[src/design/crkv_pkg.sv]
// package for the clock-replacement key-value cache
// types, codes and default sizes; no dependencies
package crkv_pkg;
    localparam int ENTRIES_DEF = 16;
    localparam int KEY_BITS = 32;
    localparam int VALUE_BITS = 64;
    localparam int CAP_BITS = 5;

    typedef enum logic [1:0] {
        OP_GET = 2'd0, OP_SET = 2'd1, OP_FILL = 2'd2, OP_FLUSH = 2'd3
    } op_t;

    typedef enum logic [2:0] {
        K_OK = 3'd0, K_READ = 3'd1, K_FETCH = 3'd2, K_NOTFOUND = 3'd3, K_WB = 3'd4
    } kind_t;

    typedef struct packed {
        logic [1:0]            operation;
        logic [KEY_BITS-1:0]   key;
        logic [VALUE_BITS-1:0] value;
        logic                  found;
    } req_t;

    typedef struct packed {
        logic [2:0]            kind;
        logic [KEY_BITS-1:0]   key_res;
        logic [VALUE_BITS-1:0] value_res;
        logic                  last;
    } res_t;

    typedef enum logic [3:0] {
        ST_IDLE, ST_LOOK, ST_LOOKW, ST_DECIDE, ST_SWEEP, ST_SWEEPW, ST_VICT,
        ST_WRITE, ST_FLUSH, ST_FLUSHW, ST_EMIT
    } state_t;
endpackage

[src/design/clock_replacement_kv_cache_unit.sv]
// top level of the clock-replacement key-value cache
// depends on crkv_pkg; keys and values held in memories with registered reads
// Lookup reads the key memory once per entry in use, up to the capacity, and stops at
// a hit. A replacement sweep visits one slot per cycle, at most capacity+1 slots. A dirty
// victim is first sent out as a write-back result. Each result is held until m_ready. A
// flush sends one write-back result per dirty filled entry. Results leave through a
// single output register.
module clock_replacement_kv_cache_unit #(
    parameter int ENTRIES = crkv_pkg::ENTRIES_DEF
) (
    input  logic                         aclk,
    input  logic                         aresetn,
    input  logic                         s_valid,
    output logic                         s_ready,
    input  crkv_pkg::req_t               s_data,
    output logic                         m_valid,
    input  logic                         m_ready,
    output crkv_pkg::res_t               m_data,
    input  logic                         cfg_we,
    input  logic [crkv_pkg::CAP_BITS-1:0] cfg_wdata
);
    import crkv_pkg::*;
    localparam int IW = $clog2(ENTRIES);
    localparam int CW = $clog2(ENTRIES + 1);

    logic [KEY_BITS-1:0]   key_mem [ENTRIES];
    logic [VALUE_BITS-1:0] val_mem [ENTRIES];
    logic [KEY_BITS-1:0]   key_rd_reg;
    logic [VALUE_BITS-1:0] val_rd_reg;
    logic [ENTRIES-1:0]    dirty_reg, dirty_next, ref_reg, ref_next;
    logic [CW-1:0]         fill_reg, fill_next;
    logic [IW-1:0]         hand_reg, hand_next;
    logic [CAP_BITS-1:0]   cap_reg;
    state_t                state_reg, state_next;
    req_t                  req_reg, req_next;
    logic [CW-1:0]         idx_reg, idx_next;
    logic                  hit_reg, hit_next;
    logic                  m_valid_reg, m_valid_next;
    res_t                  m_data_reg, m_data_next;
    logic [IW-1:0]         rd_addr;
    logic                  we;
    logic [IW-1:0]         wa;
    logic [KEY_BITS-1:0]   wk;
    logic [VALUE_BITS-1:0] wv;
    logic [CW-1:0]         cap, lim;
    logic                  out_free;

    always_comb begin
        if (cap_reg == '0) cap = CW'(1);
        else if (32'(cap_reg) > ENTRIES) cap = CW'(ENTRIES);
        else cap = CW'(cap_reg);
        lim = (fill_reg < cap) ? fill_reg : cap;
    end

    assign out_free = !m_valid_reg || m_ready;
    assign s_ready  = (state_reg == ST_IDLE);
    assign m_valid  = m_valid_reg;
    assign m_data   = m_data_reg;

    always_ff @(posedge aclk) begin
        if (we) begin
            key_mem[wa] <= wk;
            val_mem[wa] <= wv;
        end
        key_rd_reg <= key_mem[rd_addr];
        val_rd_reg <= val_mem[rd_addr];
    end

    always_ff @(posedge aclk) begin
        if (!aresetn) begin
            state_reg   <= ST_IDLE;
            dirty_reg   <= '0;
            ref_reg     <= '0;
            fill_reg    <= '0;
            hand_reg    <= '0;
            cap_reg     <= CAP_BITS'(16);
            m_valid_reg <= 1'b0;
        end else begin
            state_reg   <= state_next;
            dirty_reg   <= dirty_next;
            ref_reg     <= ref_next;
            fill_reg    <= fill_next;
            hand_reg    <= hand_next;
            m_valid_reg <= m_valid_next;
            if (cfg_we) cap_reg <= cfg_wdata;
        end
        req_reg    <= req_next;
        idx_reg    <= idx_next;
        hit_reg    <= hit_next;
        m_data_reg <= m_data_next;
    end

    always_comb begin
        state_next   = state_reg;
        dirty_next   = dirty_reg;
        ref_next     = ref_reg;
        fill_next    = fill_reg;
        hand_next    = hand_reg;
        req_next     = req_reg;
        idx_next     = idx_reg;
        hit_next     = hit_reg;
        m_valid_next = m_valid_reg && !m_ready;
        m_data_next  = m_data_reg;
        rd_addr      = idx_reg[IW-1:0];
        we           = 1'b0;
        wa           = idx_reg[IW-1:0];
        wk           = req_reg.key;
        wv           = req_reg.value;
        unique case (state_reg)
            ST_IDLE: begin
                if (s_valid) begin
                    req_next = s_data;
                    idx_next = '0;
                    hit_next = 1'b0;
                    if (op_t'(s_data.operation) == OP_FLUSH) state_next = ST_FLUSH;
                    else if (op_t'(s_data.operation) == OP_FILL && !s_data.found)
                        state_next = ST_EMIT;
                    else state_next = ST_LOOK;
                end
            end
            ST_LOOK: begin
                if (idx_reg >= lim) state_next = ST_DECIDE;
                else state_next = ST_LOOKW;
            end
            ST_LOOKW: begin
                if (key_rd_reg == req_reg.key) begin
                    hit_next   = 1'b1;
                    state_next = ST_DECIDE;
                end else begin
                    idx_next   = idx_reg + CW'(1);
                    state_next = ST_LOOK;
                end
            end
            ST_DECIDE: begin
                if (hit_reg) begin
                    ref_next[idx_reg[IW-1:0]] = 1'b1;
                    if (op_t'(req_reg.operation) == OP_SET
                        && dirty_reg[idx_reg[IW-1:0]]) begin
                        state_next = ST_VICT;
                    end else if (op_t'(req_reg.operation) == OP_SET) begin
                        state_next = ST_WRITE;
                    end else state_next = ST_EMIT;
                end else if (op_t'(req_reg.operation) == OP_GET) begin
                    state_next = ST_EMIT;
                end else if (fill_reg < cap) begin
                    idx_next   = fill_reg;
                    fill_next  = fill_reg + CW'(1);
                    state_next = ST_WRITE;
                end else begin
                    if (CW'(hand_reg) >= cap) hand_next = '0;
                    state_next = ST_SWEEP;
                end
            end
            ST_SWEEP: begin
                if (ref_reg[hand_reg]) begin
                    ref_next[hand_reg] = 1'b0;
                    hand_next = (CW'(hand_reg) + CW'(1) >= cap) ? '0 : hand_reg + IW'(1);
                end else begin
                    idx_next   = CW'(hand_reg);
                    rd_addr    = hand_reg;
                    state_next = dirty_reg[hand_reg] ? ST_SWEEPW : ST_WRITE;
                end
            end
            ST_SWEEPW: state_next = ST_VICT;
            ST_VICT: begin
                if (out_free) begin
                    m_valid_next = 1'b1;
                    m_data_next  = '{K_WB, key_rd_reg, val_rd_reg, 1'b0};
                    state_next   = ST_WRITE;
                end
            end
            ST_WRITE: begin
                we = 1'b1;
                ref_next[idx_reg[IW-1:0]]   = 1'b1;
                dirty_next[idx_reg[IW-1:0]] = (op_t'(req_reg.operation) == OP_SET);
                state_next = ST_EMIT;
            end
            ST_FLUSH: begin
                if (idx_reg >= fill_reg) state_next = ST_EMIT;
                else if (dirty_reg[idx_reg[IW-1:0]]) state_next = ST_FLUSHW;
                else idx_next = idx_reg + CW'(1);
            end
            ST_FLUSHW: begin
                if (out_free) begin
                    m_valid_next = 1'b1;
                    m_data_next  = '{K_WB, key_rd_reg, val_rd_reg, 1'b0};
                    dirty_next[idx_reg[IW-1:0]] = 1'b0;
                    idx_next     = idx_reg + CW'(1);
                    state_next   = ST_FLUSH;
                end
            end
            ST_EMIT: begin
                if (out_free) begin
                    m_valid_next = 1'b1;
                    state_next   = ST_IDLE;
                    unique case (op_t'(req_reg.operation))
                        OP_GET: m_data_next = hit_reg
                            ? '{K_READ, req_reg.key, val_rd_reg, 1'b1}
                            : '{K_FETCH, req_reg.key, '0, 1'b1};
                        OP_SET: m_data_next = '{K_OK, req_reg.key, '0, 1'b1};
                        OP_FILL: begin
                            if (!req_reg.found)
                                m_data_next = '{K_NOTFOUND, req_reg.key, '0, 1'b1};
                            else if (hit_reg)
                                m_data_next = '{K_READ, req_reg.key, val_rd_reg, 1'b1};
                            else
                                m_data_next = '{K_READ, req_reg.key, req_reg.value, 1'b1};
                        end
                        OP_FLUSH: m_data_next = '{K_OK, '0, '0, 1'b1};
                        default: m_data_next = '{K_OK, '0, '0, 1'b1};
                    endcase
                end
            end
            default: state_next = ST_IDLE;
        endcase
    end

    a_fill_bound: assert property (@(posedge aclk) disable iff (!aresetn)
        fill_reg <= CW'(ENTRIES)) else $error("fill count beyond entry count");
    a_no_out_overwrite: assert property (@(posedge aclk) disable iff (!aresetn)
        (m_valid && !m_ready) |=> (m_valid && $stable(m_data)))
        else $error("result dropped");
    a_accept_only_idle: assert property (@(posedge aclk) disable iff (!aresetn)
        (s_valid && s_ready) |=> (state_reg != ST_IDLE))
        else $error("request not taken");
endmodule

[config.mk]
export PLATFORM = sky130hd
export DESIGN_NAME = clock_replacement_kv_cache_unit
export DESIGN_NICKNAME = d
export VERILOG_FILES = /design/src/design/crkv_pkg.sv /design/src/design/clock_replacement_kv_cache_unit.sv
export SDC_FILE = /design/constraint.sdc
export NUM_CORES = 2
export LEC_CHECK = 0
export BUFFER_PORTS_ARGS = -buffer_cell sky130_fd_sc_hd__buf_4
export CORE_MARGIN = 5
export CORE_UTILIZATION = 58
export CTS_BUF_LIST = sky130_fd_sc_hd__clkbuf_8
export DETAILED_ROUTE_END_ITERATION = 12
export PLACE_DENSITY = 0.89
export SYNTH_ARGS = -nofsm -noshare
export SYNTH_HDL_FRONTEND = slang
export SYNTH_SLANG_ARGS = --single-unit
[constraint.sdc]
create_clock -name aclk -period 6.2 [get_ports aclk]
set_input_delay 0.62 -clock aclk [delete_from_list [all_inputs] [get_ports aclk]]
set_output_delay 0.62 -clock aclk [all_outputs]
set_load 0.1 [all_outputs]
==> results.ini <==
[floorplan]
ios=211
dieArea_um2=131000
std_cell_rows=129
die_h_um=361
die_w_um=361
initial_core_util_pct=58.1
fp.coreArea_um2=123000

[timing]
relSlewSlack_pct=7.93
fmax_mhz=216
hold_violations=0
fin_crit_ps=4620
drv_slew=0
skew_ps=67.6
setup_viol=0
fin_crit_sh_pct=74.6
worst_pin_slew_ps=1380
rsz0062_at_grt=no
finalSetupTns_ps=0

[power]
p_clk_share_pct=28.6
p_switching_uw=11900
power.internal_uw=23800
switching_share_pct=33.3
powerDensity_nw_per_um2=435
ir_worst_vdd_mv=0.404
p_seq_share_pct=47.0
power_leakage_uw=0.0305
p_comb_share_pct=24.4

[synthesis]
syn_nets=4208
synth_seq_cells=1888
synth_edf_count=1741
netlist.area_leader.share_pct=73.0
synthDistinctLibCells=59
ys_seq_area_share_pct=77.1
syn_area_um2=71600
synthFlopType=edfxtp_1
synth_most_common_cell=edfxtp_1
avgSynthCellArea_um2=17.6
async_flop_share_pct=0
synth_area_leaders=edfxtp_1 (73%), mux2i_1 (11%), dfxtp_1 (4.1%), o22ai_1 (3.4%), or4_1 (1.0%)
synth_common_cells=edfxtp_1 (1741), mux2i_1 (777), o22ai_1 (387), nand2_1 (178), dfxtp_1 (147)
synth_warnings=0
synth_cells=4067
synth_largest_area_cell=edfxtp_1

[grt]
grt_pass1_wl_um=289000
grt_start_max_net_pins=97
antenna_found_initial=8
grt_pass1_vias=44400
track_usage_pct=30.0
gr-total-overflow=0

[final_layout]
drive_gt1_share_pct=15.6
layout.nets=4690
multi_input_area_um2=15400
utilization_pct=66.6
regArea_um2=55200
largest_reg_flops=1024
nFillCells=6944
area_growth_pct=14.6

[worst_setup_path]
timing.rr.start=hand_reg[2]
cp_max_fo=64
critPathTopFamily=multiplexers
crit_path_end_kind=flip-flop
cp.depth=9
reg2reg_depth=9
cp-start-kind=flip-flop
rrSetupSlack_ps=1580
cp.arrival_ps=5490
cp_slowest_stage_delay_ps=990
worstPathCellList=mux4_2, mux2i_1, mux2i_2, nand2b_4, a21oi_4, buf_12, mux2i_1, o22ai_1, or4_1
required_ps=7070
crit_path_frequent_cell=mux2i_1
cpMaxStageDelayCell=a21oi_4
r2r_end=val_rd_reg[43]
timing_worst_setup_path_type=reg -> reg
crit_buf_inv=1

[place]
dp_hpwl_um=91900
numPortBuffers=210
gp_congestion=0.874

[route]
via_per_inst=6.81
routed_wl_um=201000
drt_first_pass_iters=8
vias=43600
postRouteAntennaNets=0
drt_iter0_drc=7301
routed_wire_length_per_instance_um=31.4
drc_errors=0

[cts]
clockBufferDepth=4
clock_sinks=1888
cts_tree=yes
root_buffer=clkbuf_8
ctsResizeCount=0
clk_pin_slew_ps=70
cts_buffers=299
htree_levels=5
clk_latency_ps=1030

[min_path]
hold_end=m_valid
hold_depth=2
hold_class=in -> reg
min_from=aresetn

[run]
cap_violations=0

[outcome]
status=completed

==> power by group through the flow <==
stage | Clock (µW) | Combinational [µW] | Sequential [µW]
final | 10200 | 8720 | 16800
after global routing | 10800 | 8970 | 16800
after CTS | 10100 | 8440 | 16700
after detailed placement | 0 | 8200 | 16900
after global placement | 0 | 7900 | 16800
after floorplan | 0 | 5090 | 17300
==> placed cells by master, fill, tap and decap left out, drive strengths merged, types with 39 or more instances in the layout <==
cell            n
edfxtp       1741
nand2         178
nor2           90
dlygate4sd3   112
nand3          39
inv           120
mux2i         778
o22ai         387
clkbuf        337
clkinv         72
a21oi          50
buf           294
or4            96
dfxtp         147
==> timing repair <==
item | CTS | global route
hold buffers | 112 | 0
setup buffers | 0 | 0
hold endpoints to repair | 107 | 0
==> worst max-delay path by stage <==
stage	startpoint	end	slack, ps
final	hand_reg[2]	val_rd_reg[43]	1580
after global routing	hand_reg[0]	val_rd_reg[42]	1480
after CTS	hand_reg[2]	val_rd_reg[43]	1730
after detailed placement	hand_reg[2]	val_rd_reg[31]	1830
after global placement	hand_reg[2]	val_rd_reg[32]	2070
after floorplan	idx_reg[0]	key_mem[10][0]	230
==> logic make-up (layout without fill, tap and decap cells) <==
group | Yosys count | count (layout) | share of synthesized area, %
and+or+nand+nor | 491 | 491 | 3.46
DFF | 1888 | 1888 | 77.1
AOI/OAI and AO/OA | 573 | 573 | 5.28
xor gates and xnor gates | 43 | 43 | 0.526
adders and majority gates | 32 | 32 | 0.559
other | 0 | 3 | 0
buffers and inverters | 243 | 945 | 1.64
muxes | 797 | 797 | 11.4
==> cell type report <==
cell class                 count  share of cell area, %
antenna                        3                0.00915
clock buffer                 337                   5.65
clock inverter               184                   1.13
inverter                      18                 0.0824
multi-input combinational   1936                   18.8
sequential                  1888                   67.3
tap                         1637                   2.50
timing repair buffer         406                   4.50
==> per-layer routing <==
metal	share of wire, %	wire [µm]	global-route usage (%)
met1	32	65300	37.0
met4	6.1	12400	17.6
met2	47	95200	47.6
met3	14	28100	8.81
met5	0.017	34	0
==> per-stage QoR <==
| step | hold WS [ps] | instances | setup WS [ps] | power [µW] | instance area (µm²) |
|---|---|---|---|---|---|
| 6_report | 122 | 6409 | 1580 | 35700 | 82000 |
| 5_1_grt | 94.0 | 6408 | 1480 | 36600 | 82000 |
| 4_1_cts | 36.4 | 6406 | 1730 | 35200 | 82000 |
| 3_5_place_dp | 500 | 5773 | 1830 | 25100 | 75300 |
| 3_3_place_gp | 477 | 5773 | 2070 | 24700 | 75300 |
| 2_1_floorplan | 463 | 4067 | 229 | 22400 | 71600 |
(Power assumes the default switching activity.)
